[src/hw/rtl/mstt_pkg.sv]
`default_nettype none

package mstt_pkg;

    localparam int TIME_W      = 48;
    localparam int ID_W        = 32;
    localparam int DLY_W       = 32;
    localparam int IN_TAG_W    = 16;
    localparam int OUT_TAG_W   = 16;
    localparam int OPCODE_W    = 3;
    localparam int IN_TDATA_W  = 168;
    localparam int OUT_TDATA_W = 104;

    typedef enum logic [OPCODE_W-1:0] {
        OP_START    = 3'd0,
        OP_STOP     = 3'd1,
        OP_STOP_ALL = 3'd2,
        OP_PROCESS  = 3'd3,
        OP_QUERY    = 3'd4
    } opcode_t;

    typedef enum logic {
        ALU_SUB     = 1'b0,
        ALU_ADD_SAT = 1'b1
    } alu_mode_t;

endpackage

`default_nettype wire

[src/hw/rtl/multi_slot_timer_table.sv]
// Channel | Direction | Ports                      | Beat contents
// s_      | input     | s_tvalid s_tready s_tdata  | one timer operation
// m_      | output    | m_tvalid m_tready m_tdata  | one result per operation
// An operation walks the slot table one slot per cycle through a two-stage read pipeline.
// Start, stop, process and query scan; stop all and unknown opcodes skip the scan.
// A start, a periodic fire or a query with active slots ends with a step on the shared
// 48-bit adder. Reset clears the active bits and sets the id counter to 1.
// A finished result waits in the output register, and the next beat is taken meanwhile.
`default_nettype none

module multi_slot_timer_table #(
    parameter int TIMER_SLOTS = 16,
    parameter int TAG_BITS    = 16
) (
    input  wire                                 aclk,
    input  wire                                 aresetn,
    input  wire                                 s_tvalid,
    output logic                                s_tready,
    // opcode[2:0], now_ms[50:3], delay_ms[82:51], interval_ms[114:83],
    // callback_tag[130:115], timer_id[162:131], zero fill above.
    input  wire [mstt_pkg::IN_TDATA_W-1:0]      s_tdata,
    output logic                                m_tvalid,
    input  wire                                 m_tready,
    // status[0], result_id[32:1], fired[33], fired_tag[49:34],
    // next_delay_ms[97:50], no_timer[98], zero fill above.
    output logic [mstt_pkg::OUT_TDATA_W-1:0]    m_tdata
);

    localparam int IDX_W = (TIMER_SLOTS > 1) ? $clog2(TIMER_SLOTS) : 1;
    localparam int CNT_W = $clog2(TIMER_SLOTS + 1);

    typedef enum logic [1:0] {
        ST_IDLE,
        ST_SCAN,
        ST_FINISH,
        ST_DONE
    } state_t;

    state_t                             state_reg, state_next;
    mstt_pkg::opcode_t                  op_reg, op_next;
    logic [mstt_pkg::TIME_W-1:0]        now_reg, now_next;
    logic [mstt_pkg::DLY_W-1:0]         delay_reg, delay_next;
    logic [mstt_pkg::DLY_W-1:0]         intv_reg, intv_next;
    logic [TAG_BITS-1:0]                tag_reg, tag_next;
    logic [mstt_pkg::ID_W-1:0]          want_reg, want_next;

    logic [CNT_W-1:0]                   issue_cnt_reg, issue_cnt_next;
    logic                               pipe_vld_reg, pipe_vld_next;
    logic [IDX_W-1:0]                   pipe_idx_reg, pipe_idx_next;
    logic [mstt_pkg::TIME_W-1:0]        min_reg, min_next;
    logic                               any_reg, any_next;
    logic [IDX_W-1:0]                   hit_idx_reg, hit_idx_next;
    logic [mstt_pkg::DLY_W-1:0]         hit_intv_reg, hit_intv_next;

    logic                               res_status_reg, res_status_next;
    logic [mstt_pkg::ID_W-1:0]          res_rid_reg, res_rid_next;
    logic                               res_fired_reg, res_fired_next;
    logic [mstt_pkg::OUT_TAG_W-1:0]     res_tag_reg, res_tag_next;
    logic [mstt_pkg::TIME_W-1:0]        res_nd_reg, res_nd_next;
    logic                               res_none_reg, res_none_next;

    logic                               m_tvalid_reg, m_tvalid_next;
    logic [mstt_pkg::OUT_TDATA_W-1:0]   m_tdata_reg, m_tdata_next;

    logic [TIMER_SLOTS-1:0]             active_reg, active_next;
    logic [mstt_pkg::ID_W-1:0]          next_id_reg, next_id_next;

    logic [mstt_pkg::ID_W-1:0]          id_mem   [TIMER_SLOTS];
    logic [mstt_pkg::TIME_W-1:0]        fire_mem [TIMER_SLOTS];
    logic [mstt_pkg::DLY_W-1:0]         intv_mem [TIMER_SLOTS];
    logic [TAG_BITS-1:0]                tag_mem  [TIMER_SLOTS];

    logic [mstt_pkg::ID_W-1:0]          id_rd_reg;
    logic [mstt_pkg::TIME_W-1:0]        fire_rd_reg;
    logic [mstt_pkg::DLY_W-1:0]         intv_rd_reg;
    logic [TAG_BITS-1:0]                tag_rd_reg;

    logic                               rd_en;
    logic [IDX_W-1:0]                   rd_addr;
    logic                               ent_we;
    logic                               fire_we;

    mstt_pkg::alu_mode_t                alu_mode;
    logic [mstt_pkg::TIME_W-1:0]        alu_a;
    logic [mstt_pkg::TIME_W-1:0]        alu_b;
    logic [mstt_pkg::TIME_W-1:0]        alu_res;
    logic                               alu_borrow;

    logic                               slot_act;
    logic                               last_slot;

    mstt_alu u_alu (
        .mode   (alu_mode),
        .a      (alu_a),
        .b      (alu_b),
        .res    (alu_res),
        .borrow (alu_borrow)
    );

    assign s_tready = (state_reg == ST_IDLE);
    assign m_tvalid = m_tvalid_reg;
    assign m_tdata  = m_tdata_reg;

    assign rd_en     = (state_reg == ST_SCAN) && (issue_cnt_reg != CNT_W'(TIMER_SLOTS));
    assign rd_addr   = issue_cnt_reg[IDX_W-1:0];
    assign slot_act  = active_reg[pipe_idx_reg];
    assign last_slot = (pipe_idx_reg == IDX_W'(TIMER_SLOTS - 1));

    always_comb begin
        alu_mode = mstt_pkg::ALU_SUB;
        alu_a    = now_reg;
        alu_b    = fire_rd_reg;
        if (state_reg == ST_FINISH) begin
            unique case (op_reg)
                mstt_pkg::OP_START: begin
                    alu_mode = mstt_pkg::ALU_ADD_SAT;
                    alu_b    = mstt_pkg::TIME_W'(delay_reg);
                end
                mstt_pkg::OP_PROCESS: begin
                    alu_mode = mstt_pkg::ALU_ADD_SAT;
                    alu_b    = mstt_pkg::TIME_W'(hit_intv_reg);
                end
                mstt_pkg::OP_QUERY: begin
                    alu_a = min_reg;
                    alu_b = now_reg;
                end
                default: begin
                    alu_a = now_reg;
                end
            endcase
        end else if (op_reg == mstt_pkg::OP_QUERY) begin
            alu_a = fire_rd_reg;
            alu_b = min_reg;
        end
    end

    always_comb begin
        state_next      = state_reg;
        op_next         = op_reg;
        now_next        = now_reg;
        delay_next      = delay_reg;
        intv_next       = intv_reg;
        tag_next        = tag_reg;
        want_next       = want_reg;
        issue_cnt_next  = issue_cnt_reg;
        pipe_vld_next   = rd_en;
        pipe_idx_next   = rd_addr;
        min_next        = min_reg;
        any_next        = any_reg;
        hit_idx_next    = hit_idx_reg;
        hit_intv_next   = hit_intv_reg;
        res_status_next = res_status_reg;
        res_rid_next    = res_rid_reg;
        res_fired_next  = res_fired_reg;
        res_tag_next    = res_tag_reg;
        res_nd_next     = res_nd_reg;
        res_none_next   = res_none_reg;
        m_tvalid_next   = m_tvalid_reg && !m_tready;
        m_tdata_next    = m_tdata_reg;
        active_next     = active_reg;
        next_id_next    = next_id_reg;
        ent_we          = 1'b0;
        fire_we         = 1'b0;

        if (rd_en) begin
            issue_cnt_next = issue_cnt_reg + CNT_W'(1);
        end

        unique case (state_reg)
            ST_IDLE: begin
                if (s_tvalid) begin
                    op_next         = mstt_pkg::opcode_t'(s_tdata[2:0]);
                    now_next        = s_tdata[50:3];
                    delay_next      = s_tdata[82:51];
                    intv_next       = s_tdata[114:83];
                    tag_next        = TAG_BITS'(s_tdata[130:115]);
                    want_next       = s_tdata[162:131];
                    issue_cnt_next  = '0;
                    any_next        = 1'b0;
                    res_status_next = 1'b0;
                    res_rid_next    = '0;
                    res_fired_next  = 1'b0;
                    res_tag_next    = '0;
                    res_nd_next     = '0;
                    res_none_next   = 1'b0;
                    unique case (mstt_pkg::opcode_t'(s_tdata[2:0]))
                        mstt_pkg::OP_START,
                        mstt_pkg::OP_STOP,
                        mstt_pkg::OP_PROCESS,
                        mstt_pkg::OP_QUERY: begin
                            state_next = ST_SCAN;
                        end
                        mstt_pkg::OP_STOP_ALL: begin
                            active_next = '0;
                            state_next  = ST_DONE;
                        end
                        default: begin
                            res_status_next = 1'b1;
                            state_next      = ST_DONE;
                        end
                    endcase
                end
            end

            ST_SCAN: begin
                if (pipe_vld_reg) begin
                    unique case (op_reg)
                        mstt_pkg::OP_START: begin
                            if (!slot_act) begin
                                hit_idx_next  = pipe_idx_reg;
                                pipe_vld_next = 1'b0;
                                state_next    = ST_FINISH;
                            end else if (last_slot) begin
                                res_status_next = 1'b1;
                                state_next      = ST_DONE;
                            end
                        end
                        mstt_pkg::OP_STOP: begin
                            if (slot_act && id_rd_reg == want_reg) begin
                                active_next[pipe_idx_reg] = 1'b0;
                                pipe_vld_next             = 1'b0;
                                state_next                = ST_DONE;
                            end else if (last_slot) begin
                                res_status_next = 1'b1;
                                state_next      = ST_DONE;
                            end
                        end
                        mstt_pkg::OP_PROCESS: begin
                            if (slot_act && !alu_borrow) begin
                                res_fired_next = 1'b1;
                                res_rid_next   = id_rd_reg;
                                res_tag_next   = mstt_pkg::OUT_TAG_W'(tag_rd_reg);
                                hit_idx_next   = pipe_idx_reg;
                                hit_intv_next  = intv_rd_reg;
                                pipe_vld_next  = 1'b0;
                                if (intv_rd_reg == '0) begin
                                    active_next[pipe_idx_reg] = 1'b0;
                                    state_next                = ST_DONE;
                                end else begin
                                    state_next = ST_FINISH;
                                end
                            end else if (last_slot) begin
                                state_next = ST_DONE;
                            end
                        end
                        mstt_pkg::OP_QUERY: begin
                            if (slot_act && (!any_reg || alu_borrow)) begin
                                min_next = fire_rd_reg;
                            end
                            any_next = any_reg || slot_act;
                            if (last_slot) begin
                                if (any_reg || slot_act) begin
                                    state_next = ST_FINISH;
                                end else begin
                                    res_none_next = 1'b1;
                                    state_next    = ST_DONE;
                                end
                            end
                        end
                        default: begin
                            state_next = ST_DONE;
                        end
                    endcase
                end
            end

            ST_FINISH: begin
                unique case (op_reg)
                    mstt_pkg::OP_START: begin
                        ent_we                   = 1'b1;
                        fire_we                  = 1'b1;
                        active_next[hit_idx_reg] = 1'b1;
                        res_rid_next             = next_id_reg;
                        next_id_next             = next_id_reg + mstt_pkg::ID_W'(1);
                    end
                    mstt_pkg::OP_PROCESS: begin
                        fire_we = 1'b1;
                    end
                    mstt_pkg::OP_QUERY: begin
                        res_nd_next = alu_borrow ? '0 : alu_res;
                    end
                    default: begin
                        res_nd_next = '0;
                    end
                endcase
                state_next = ST_DONE;
            end

            ST_DONE: begin
                if (!m_tvalid_reg || m_tready) begin
                    m_tvalid_next = 1'b1;
                    m_tdata_next  = mstt_pkg::OUT_TDATA_W'({res_none_reg, res_nd_reg,
                                                            res_tag_reg, res_fired_reg,
                                                            res_rid_reg, res_status_reg});
                    state_next    = ST_IDLE;
                end
            end

            default: begin
                state_next = ST_IDLE;
            end
        endcase
    end

    always_ff @(posedge aclk) begin
        if (rd_en) begin
            id_rd_reg   <= id_mem[rd_addr];
            fire_rd_reg <= fire_mem[rd_addr];
            intv_rd_reg <= intv_mem[rd_addr];
            tag_rd_reg  <= tag_mem[rd_addr];
        end
        if (ent_we) begin
            id_mem[hit_idx_reg]   <= next_id_reg;
            intv_mem[hit_idx_reg] <= intv_reg;
            tag_mem[hit_idx_reg]  <= tag_reg;
        end
        if (fire_we) begin
            fire_mem[hit_idx_reg] <= alu_res;
        end
    end

    always_ff @(posedge aclk) begin
        if (!aresetn) begin
            state_reg     <= ST_IDLE;
            pipe_vld_reg  <= 1'b0;
            m_tvalid_reg  <= 1'b0;
            active_reg    <= '0;
            next_id_reg   <= mstt_pkg::ID_W'(1);
        end else begin
            state_reg     <= state_next;
            pipe_vld_reg  <= pipe_vld_next;
            m_tvalid_reg  <= m_tvalid_next;
            active_reg    <= active_next;
            next_id_reg   <= next_id_next;
        end
        op_reg         <= op_next;
        now_reg        <= now_next;
        delay_reg      <= delay_next;
        intv_reg       <= intv_next;
        tag_reg        <= tag_next;
        want_reg       <= want_next;
        issue_cnt_reg  <= issue_cnt_next;
        pipe_idx_reg   <= pipe_idx_next;
        min_reg        <= min_next;
        any_reg        <= any_next;
        hit_idx_reg    <= hit_idx_next;
        hit_intv_reg   <= hit_intv_next;
        res_status_reg <= res_status_next;
        res_rid_reg    <= res_rid_next;
        res_fired_reg  <= res_fired_next;
        res_tag_reg    <= res_tag_next;
        res_nd_reg     <= res_nd_next;
        res_none_reg   <= res_none_next;
        m_tdata_reg    <= m_tdata_next;
    end

`ifndef ASSERT_OFF
    a_pipe_only_in_scan: assert property (@(posedge aclk) disable iff (!aresetn)
        pipe_vld_reg |-> state_reg == ST_SCAN)
        else $error("Read pipeline is busy outside the scan.");

    a_id_advances_on_start: assert property (@(posedge aclk) disable iff (!aresetn)
        (next_id_reg != $past(next_id_reg)) |->
            $past(state_reg == ST_FINISH && op_reg == mstt_pkg::OP_START))
        else $error("Id counter moved without a successful start.");

    a_one_slot_per_cycle: assert property (@(posedge aclk) disable iff (!aresetn)
        $countones(active_reg) <= $countones($past(active_reg)) + 1)
        else $error("More than one slot was taken in one cycle.");

    a_fired_is_success: assert property (@(posedge aclk) disable iff (!aresetn)
        (m_tvalid_reg && m_tdata_reg[33]) |-> !m_tdata_reg[0])
        else $error("A fired result carries a failure status.");
`endif

endmodule

`default_nettype wire

[src/hw/rtl/mstt_alu.sv]
`default_nettype none

module mstt_alu (
    input  var mstt_pkg::alu_mode_t         mode,
    input  wire [mstt_pkg::TIME_W-1:0]      a,
    input  wire [mstt_pkg::TIME_W-1:0]      b,
    output logic [mstt_pkg::TIME_W-1:0]     res,
    output logic                            borrow
);

    logic [mstt_pkg::TIME_W-1:0] opb;
    logic                        cin;
    logic [mstt_pkg::TIME_W:0]   sum;

    always_comb begin
        opb = (mode == mstt_pkg::ALU_SUB) ? ~b : b;
        cin = (mode == mstt_pkg::ALU_SUB);
        sum = {1'b0, a} + {1'b0, opb} + {{mstt_pkg::TIME_W{1'b0}}, cin};
        unique case (mode)
            mstt_pkg::ALU_ADD_SAT: begin
                res    = sum[mstt_pkg::TIME_W] ? '1 : sum[mstt_pkg::TIME_W-1:0];
                borrow = 1'b0;
            end
            mstt_pkg::ALU_SUB: begin
                res    = sum[mstt_pkg::TIME_W-1:0];
                borrow = ~sum[mstt_pkg::TIME_W];
            end
            default: begin
                res    = '0;
                borrow = 1'b0;
            end
        endcase
    end

endmodule

`default_nettype wire
[config.mk]
export PLATFORM = sky130hd
export DESIGN_NAME = multi_slot_timer_table
export DESIGN_NICKNAME = d
export VERILOG_FILES = /design/src/hw/rtl/mstt_pkg.sv /design/src/hw/rtl/multi_slot_timer_table.sv /design/src/hw/rtl/mstt_alu.sv
export SDC_FILE = /design/constraint.sdc
export NUM_CORES = 2
export LEC_CHECK = 0
export BUFFER_PORTS_ARGS = -buffer_cell sky130_fd_sc_hd__buf_2
export CORE_MARGIN = 2
export CORE_UTILIZATION = 55
export DETAILED_ROUTE_END_ITERATION = 10
export GPL_TIMING_DRIVEN = 0
export PLACE_DENSITY = 0.75
export REMOVE_ABC_BUFFERS = 1
export SYNTH_ARGS = -nofsm -noshare
export SYNTH_HDL_FRONTEND = slang
export SYNTH_HIERARCHICAL = 1
export SYNTH_SLANG_ARGS = --single-unit
[constraint.sdc]
create_clock -name aclk -period 9.7 [get_ports aclk]
set_clock_uncertainty 0.05 [all_clocks]
set_input_delay 0 -clock aclk [delete_from_list [all_inputs] [get_ports aclk]]
set_output_delay 0 -clock aclk [all_outputs]
set_load 0.02 [all_outputs]
Word-level counts from Yosys, hierarchy flattened
Memory sizes are Yosys's and may differ from the RTL's. A register that Yosys moved wholly into a read port is not among the register bits.
Cells that the tools add are included.
{"block": "word_totals", "ram_bits": 2048, "mem_count": 4, "inputBits": 172, "out_inout_bits": 106, "regBits": 507}
{"block": "classes", "addsub": 4, "n_lt_le_gt_ge": 4, "bitwise": 6, "n_eq_ne": 34, "n_reduce_logical": 39, "mux": 96}
{"memory": "fire_mem", "depth": 16, "word_bits": 48, "read_ports": 1, "rd_ports_with_merged_regs": 1, "wr": 1, "line_no": "multi_slot_timer_table.sv:69", "rtl": "logic [mstt_pkg::TIME_W-1:0] fire_mem [TIMER_SLOTS];"}
{"memory": "id_mem", "depth": 16, "word_bits": 32, "read_ports": 1, "rd_ports_with_merged_regs": 1, "wr": 1, "line_no": "multi_slot_timer_table.sv:68", "rtl": "logic [mstt_pkg::ID_W-1:0] id_mem [TIMER_SLOTS];"}
{"memory": "intv_mem", "depth": 16, "word_bits": 32, "read_ports": 1, "rd_ports_with_merged_regs": 1, "wr": 1, "line_no": "multi_slot_timer_table.sv:70", "rtl": "logic [mstt_pkg::DLY_W-1:0] intv_mem [TIMER_SLOTS];"}
{"memory": "tag_mem", "depth": 16, "word_bits": 16, "read_ports": 1, "rd_ports_with_merged_regs": 1, "wr": 1, "line_no": "multi_slot_timer_table.sv:71", "rtl": "logic [TAG_BITS-1:0] tag_mem [TIMER_SLOTS];"}
{"cell": "two-way mux 48 bit", "n": 9}
{"cell": "case mux 48 bit (2 select lines)", "n": 3}
{"cell": "two-way mux 16 bit", "n": 11}
{"cell": "two-way mux 32 bit", "n": 5}
{"cell": "case mux 48 bit (3 select lines)", "n": 1}
{"cell": "case mux 32 bit (3 select lines)", "n": 1}
{"cell": "case mux 16 bit (2 select lines)", "n": 2}
{"cell": "adder 48 x 48 -> 49 bit", "n": 1}
{"cell": "adder 49 x 1 -> 49 bit", "n": 1}
{"cell": "NOT 48 bit", "n": 1}
{"cell": "case mux 16 bit (3 select lines)", "n": 1}
{"cell": "two-way mux 1 bit", "n": 36}
{"cell": "adder 32 x 1 -> 32 bit (second input constant)", "n": 1}
{"cell": "== test 32 bit", "n": 1}
{"cell": "zero test 32 bit", "n": 1}
{"cell": "two-way mux 2 bit", "n": 9}
{"cell": "!= test 3 bit (second input constant)", "n": 6}
{"cell": "AND reduction 6 bit", "n": 3}
{"cell": "bitwise AND 16 bit", "n": 1}
{"cell": "!= test 2 bit (second input constant)", "n": 8}
{"cell": "NOT 16 bit", "n": 1}
{"cell": "bitwise OR 16 bit", "n": 1}
{"cell": "case mux 2 bit (4 select lines)", "n": 2}
{"cell": "AND reduction 4 bit", "n": 4}
{"cell": "34 further kinds", "n": 73}

Longest topological paths before layout
{"block": "logic_depth", "word_depth": 15, "ltp_mapped": 26, "depth_no_buf": 21}

Modules after synthesis
The synthesis kept the hierarchy.
{"module": "multi_slot_timer_table", "cells_per_inst": 4612, "instances": 1, "area_each_um2": 101711.3}
{"module": "mstt_alu", "cells_per_inst": 548, "instances": 1, "area_each_um2": 3887.5}

Least setup slack after synthesis
OpenSTA, ideal clock, no wires.
{"block": "synth_path", "path_type": "register to register", "startpoint": "register state_reg[1]", "endpoint": "register res_nd_reg[0] (netlist name) (enable)", "setup_ns": 0.453, "n_path_buf": 1, "t_required_ns": 9.197, "stages_incl_launch_ff": 7, "setup_slack_ns": 1.411, "arrival_time_ns": 7.785, "path_cell_list": "dfxtp_1 inv_1 ha_1 and2_1 clkbuf_1 a21oi_1 nor2_1"}
{"block": "synth_between", "elab_chain_len": 3, "word_cells_on_any_way": 6, "cone_classes": "eq/ne: 3; reduce/logical: 3"}
{"item": "from (decl)", "line_no": "multi_slot_timer_table.sv:39", "rtl": "state_t state_reg, state_next;"}
{"item": "from (signal assigned)", "line_no": "multi_slot_timer_table.sv:330", "rtl": "state_reg <= state_next;"}
{"item": "zero test 2 bit (*)"}
{"item": "named net s_tready", "line_no": "multi_slot_timer_table.sv:18", "rtl": "output logic s_tready,"}
{"item": "!= test 2 bit (no line) / nonzero test 2 bit (equally long branches)"}
{"item": "AND reduction 3 bit (no line) (*)"}
{"item": "to (signal assigned)", "line_no": "multi_slot_timer_table.sv:352", "rtl": "res_nd_reg <= res_nd_next;"}
{"item": "to (decl)", "line_no": "multi_slot_timer_table.sv:59", "rtl": "logic [mstt_pkg::TIME_W-1:0] res_nd_reg, res_nd_next;"}
Mark *: on every way through the listed nets, which the timed path passes. The rest lies on a longest branch.
A chain may end at the register's enable or synchronous reset.

Worst setup path in the final report
{"block": "layout_path", "startpoint": "register op_reg[0]", "endpoint": "register active_reg[0]"}
{"block": "layout_between", "elab_chain_len": 13, "word_cells_on_any_way": 31, "cone_classes": "add/sub: 2; eq/ne: 8; mux: 13; bitwise: 3; reduce/logical: 5"}
{"item": "from (decl)", "line_no": "multi_slot_timer_table.sv:40", "rtl": "mstt_pkg::opcode_t op_reg, op_next;"}
{"item": "from (signal assigned)", "line_no": "multi_slot_timer_table.sv:336", "rtl": "op_reg <= op_next;"}
{"item": "== test 3 bit, or another cell as far along", "line_no": "multi_slot_timer_table.sv:114, multi_slot_timer_table.sv:131"}
{"item": "case mux 48 bit (3 select lines) / two-way mux 48 bit (equally long branches)", "line_no": "multi_slot_timer_table.sv:114, multi_slot_timer_table.sv:131"}
{"item": "two-way mux 48 bit (*)", "line_no": "multi_slot_timer_table.sv:113", "rtl": "if (state_reg == ST_FINISH) begin"}
{"item": "named net alu_b, one bit", "line_no": "multi_slot_timer_table.sv:85", "rtl": "logic [mstt_pkg::TIME_W-1:0] alu_b;"}
{"item": "NOT 48 bit", "line_no": "mstt_alu.sv:16", "rtl": "opb = (mode == mstt_pkg::ALU_SUB) ? ~b : b;"}
{"item": "two-way mux 48 bit (*)", "line_no": "mstt_alu.sv:16"}
{"item": "adder 48 x 48 -> 49 bit (*)", "line_no": "mstt_alu.sv:18", "rtl": "sum = {1'b0, a} + {1'b0, opb} + {{mstt_pkg::TIME_W{1'b0}}, cin};"}
{"item": "adder 49 x 1 -> 49 bit (*)", "line_no": "mstt_alu.sv:18"}
{"item": "NOT 1 bit (*)", "line_no": "mstt_alu.sv:26", "rtl": "borrow = ~sum[mstt_pkg::TIME_W];"}
{"item": "case mux 1 bit (2 select lines) (*)", "line_no": "mstt_alu.sv:19", "rtl": "unique case (mode)"}
{"item": "named net alu_borrow", "line_no": "multi_slot_timer_table.sv:87", "rtl": "logic alu_borrow;"}
{"item": "zero test 1 bit (*)", "line_no": "multi_slot_timer_table.sv:229", "rtl": "if (slot_act && !alu_borrow) begin"}
{"item": "logical AND 1 bit (*)", "line_no": "multi_slot_timer_table.sv:229"}
{"item": "!= test 3 bit (no line) (*)"}
{"item": "AND reduction 9 bit (no line) (*)"}
{"item": "to (signal assigned)", "line_no": "multi_slot_timer_table.sv:333", "rtl": "active_reg <= active_next;"}
{"item": "to (decl)", "line_no": "multi_slot_timer_table.sv:65", "rtl": "logic [TIMER_SLOTS-1:0] active_reg, active_next;"}
Mark *: on every way through the listed nets, which the timed path passes. The rest lies on a longest branch. The select of a mux whose other input is x is not followed.

==> parameters.txt <==
Parameter                              Value

Finish
  Total of fill cells in the finished design    11,521
  Synthesis-to-finish area growth    19.0%
  Leading cell types in the layout, fill and taps excluded    sky130_fd_sc_hd__edfxtp_1 (2,622), sky130_fd_sc_hd__mux4_2 (643), sky130_fd_sc_hd__dlygate4sd3_1 (332)
  Register containing the most flip-flops in the final layout    fire_mem
  Max FFs per register    768
  Final Util    between 60% and 70%
  Number of nets in the final layout    6,248
  Share of final-layout standard cells stronger than drive strength 1    27.2%
  Largest regs    fire_mem x768, id_mem x512, intv_mem x512
  Cell area after layout    126,000 sq um
  Most common cell after layout, fill and taps aside    sky130_fd_sc_hd__edfxtp_1

Global route
  Overall track demand over capacity in global routing    between 20% and 30%
  Total overflow reported by the global router    0
  Maximum number of pins on one net before global-route repair    103
  Via count of the first global-routing pass    58,218
  Global-route wire length before repair    408,000 microns
  Initial antenna violation count    7

Setup path
  Cell with the biggest individual delay on the critical path    sky130_fd_sc_hd__nand2_1
  Highest net fanout along the worst path    27
  Category of cells accounting for the largest share of critical-path delay    compound AO/OA/AOI/OAI gates
  Type of origin of the critical path    flip-flop
  Ordered cell list for the critical path    nand2_1 > o21ai_4 > buf_12 > and2_1 > o21ai_0 > a21oi_1 > nor2_1 > xnor2_1 > fa_1 > a21o_1 > a41oi_2 > a2111oi_4 > o211ai_1 > o211ai_2 > a41o_1 > a21oi_4 > o311a_1 > nor3_1 > a41oi_2 > and2_1 > o221a_2
  Element type at the critical path end    flip-flop
  Crit path buffers/inverters    1
  Worst path required time    10.47 ns
  Critical path start-end classification    flip-flop to flip-flop
  Worst path arrival time    9.48 ns
  Max incr delay on CP    0.84 ns

Placement
  Total half-perimeter wirelength after legalization and detailed placement    165,000 microns
  Cell area after placement    114,000 sq um
  Count of input and output buffers    between 200 and 300
  Global placer's final weighted congestion    between 0.9 and 1

Yosys
  Most used flip-flop cell after synthesis    sky130_fd_sc_hd__edfxtp_1
  Yosys warnings    6
  Distinct cell type count of the synthesized netlist    90
  Post-Synthesis Cell Area    about 110,000 sq um
  Cells taking the most area after synthesis    sky130_fd_sc_hd__edfxtp_1 (75%), sky130_fd_sc_hd__mux4_2 (14%), sky130_fd_sc_hd__dfxtp_1 (1.2%), sky130_fd_sc_hd__xnor2_1 (0.95%), sky130_fd_sc_hd__nand2_1 (0.82%)
  FFs w/ async S/R, synth    0%
  Post-Syn Instances    about 5,200
  Count of flip-flops with a built-in enable after synthesis    2,622
  Synthesized area per cell    approximately 20 sq um
  Synth area leader    sky130_fd_sc_hd__edfxtp_1
  Fraction of synthesized cell area taken by the top area cell type    74.6%
  Sequential-to-total area share from yosys stat    approximately three quarters
  Flop and latch count out of synthesis    2,683

Clock tree
  Skew-Pair Late Insertion Delay    0.95 ns
  Maximum count of clock buffers along a single path    4
  Clock Sink Count    approximately 2,700
  Resized Gates After CTS    0
  Count of hold-fix buffers inserted at cts    332
  CTS tree    done
  Clock tree root buffer cell    sky130_fd_sc_hd__clkbuf_16
  Number of setup buffers added after CTS    0
  Number of buffers inserted during clock tree synthesis    278
  CTS clock-pin slew for the worst setup and hold paths    0.06 ns
  Htree depth    5

Timing
  Endpoints failing hold    0
  Total Negative Setup Slacks    0 ns
  Number of endpoints failing setup at the final stage    0
  Final Cycle Share    about nine tenths
  Worst slew pin tran    1.26 ns
  RSZ-0062 raised after global routing    false
  Max frequency    115 MHz
  Slew Limit Fails    0
  Worst slew slack as a fraction of its limit    15.7%
  Time the final worst path needs with I/O delays and setup    about 8.7 ns

Die
  Count of pins on the block boundary    278
  Die Footprint    196,000 sq um
  Rows    160
  Horizontal extent of the die    442 microns
  Starting utilization of the core area    55.5%
  Chip height    442 microns
  Placeable core region    roughly 190,000 sq um

Route
  Via Count    57,414
  Antenna violation net count after detailed routing    0
  Routed vias/inst    roughly 6.6
  Drt total wl    283,000 microns
  Routed wire per std cell    roughly 32 microns
  Drc violations    0
  DRT iter0 DRCs    roughly 7,800
  Number of optimization iterations in the first detailed-route pass    6

Hold path
  Path type of the worst min-delay path    input pin to flip-flop

Pwr
  Total power density per cell area    293 nW/um^2
  Static leakage    0.0394 uW
  Largest vdd supply drop    roughly 0.22 mV
  Total power    36,900 uW

Run status
  Status    finished, final reports clean

Flow run
  Max Cap Violations    0
where the power goes:
part / switching [uW] / internal (uW) / total (uW)
combinational: 6220 / 3330 / 9550
clock: 4400 / 6010 / 10400
sequential: 680 / 16200 / 16900
total: 11300 / 25600 / 36900
worst paths after layout:
| path | startpoint | endpoint | slack (ns) | cells after the start |
|---|---|---|---|---|
| worst min-delay path | s_tdata[1] | res_status_reg | 0.08 | 4 |
| worst max-delay path | op_reg[0] | active_reg[0] | 0.99 | 21 |
| worst max register to register | op_reg[0] | active_reg[0] | 0.99 | 21 |
| worst min register to register | res_nd_reg[41] | m_tdata[91] | 0.34 | 0 |
layer usage:
metal	global-route usage, %	share of wire, %	vias to the layer above
met3	5.45	10	810
met1	37.1	34	29528
met2	47.9	50	4124
met4	14.6	5.6	8
li1	-	-	22944
met5	0	0.019	-
worst reg2reg max path: cells and delay by family, from the launching register on:
family,cells,cell delay (ns)
XOR/XNOR,1,0.16
buffers and inverters,1,0.27
adder cells (fa/ha/maj),1,0.45
AND/OR/NAND/NOR,5,2.36
flip-flops,1,0.61
AO/OA/AOI/OAI,13,4.77
metrics by stage:
stage | hold WS [ns] | worst slack [ns] | cells
after CTS | 0.0580 | 1.42 | 8718
after floorplan | 0.0119 | -15.28 | 4873
after global placement | 0.126 | -28.43 | 7651
after global routing | 0.0683 | 0.927 | 8723
after detailed placement | 0.128 | 1.50 | 7915
final | 0.0754 | 0.992 | 8724
cell usage after synthesis (14+ instances only):
master,count
sky130_fd_sc_hd__edfxtp_1,2622
sky130_fd_sc_hd__xor2_1,31
sky130_fd_sc_hd__nor2_1,98
sky130_fd_sc_hd__nand2_1,232
sky130_fd_sc_hd__a21oi_1,124
sky130_fd_sc_hd__dfxtp_1,61
sky130_fd_sc_hd__nand2_2,30
sky130_fd_sc_hd__a22oi_1,44
sky130_fd_sc_hd__xnor2_1,114
sky130_fd_sc_hd__mux2i_1,53
sky130_fd_sc_hd__clkbuf_1,208
sky130_fd_sc_hd__inv_1,30
sky130_fd_sc_hd__o21ai_0,100
sky130_fd_sc_hd__mux4_2,643
sky130_fd_sc_hd__a221oi_1,16
sky130_fd_sc_hd__a31oi_1,23
sky130_fd_sc_hd__o22ai_1,53
sky130_fd_sc_hd__nor3_1,34
sky130_fd_sc_hd__and2_1,100
sky130_fd_sc_hd__o22a_1,23
sky130_fd_sc_hd__a21o_1,41
sky130_fd_sc_hd__nand2b_1,14
sky130_fd_sc_hd__nand3_1,52
sky130_fd_sc_hd__ha_1,57
sky130_fd_sc_hd__and3_1,15
sky130_fd_sc_hd__nand4_1,29
sky130_fd_sc_hd__buf_1,54
sky130_fd_sc_hd__nor2b_1,66
cell type report:
cell class	instances	area, sq um	area share [%]
sequential	2683	80000	63.6
multi-input combinational	2160	24700	19.6
timing repair buffer	865	9100	7.24
clock buffer	334	7310	5.82
tap	2511	3140	2.50
clock inverter	137	1340	1.07
inverter	30	115	0.0916
antenna	4	10.0	0.00797
cell families (layout without fill, tap and decap cells):
kind of cell | count (synthesis) | after routing | synth area share (%)
AO/OA/AOI/OAI | 532 | 532 | 3.41
XOR/XNOR | 145 | 145 | 1.20
adder cells (fa/ha/maj) | 58 | 58 | 0.694
buffers and inverters | 321 | 1366 | 1.25
flip-flops | 2683 | 2683 | 75.7
multiplexers | 697 | 697 | 14.2
other | 1 | 9 | 0.00355
AND/OR/NAND/NOR | 723 | 723 | 3.49
No activity file was read; power rests on OpenSTA's default activity.
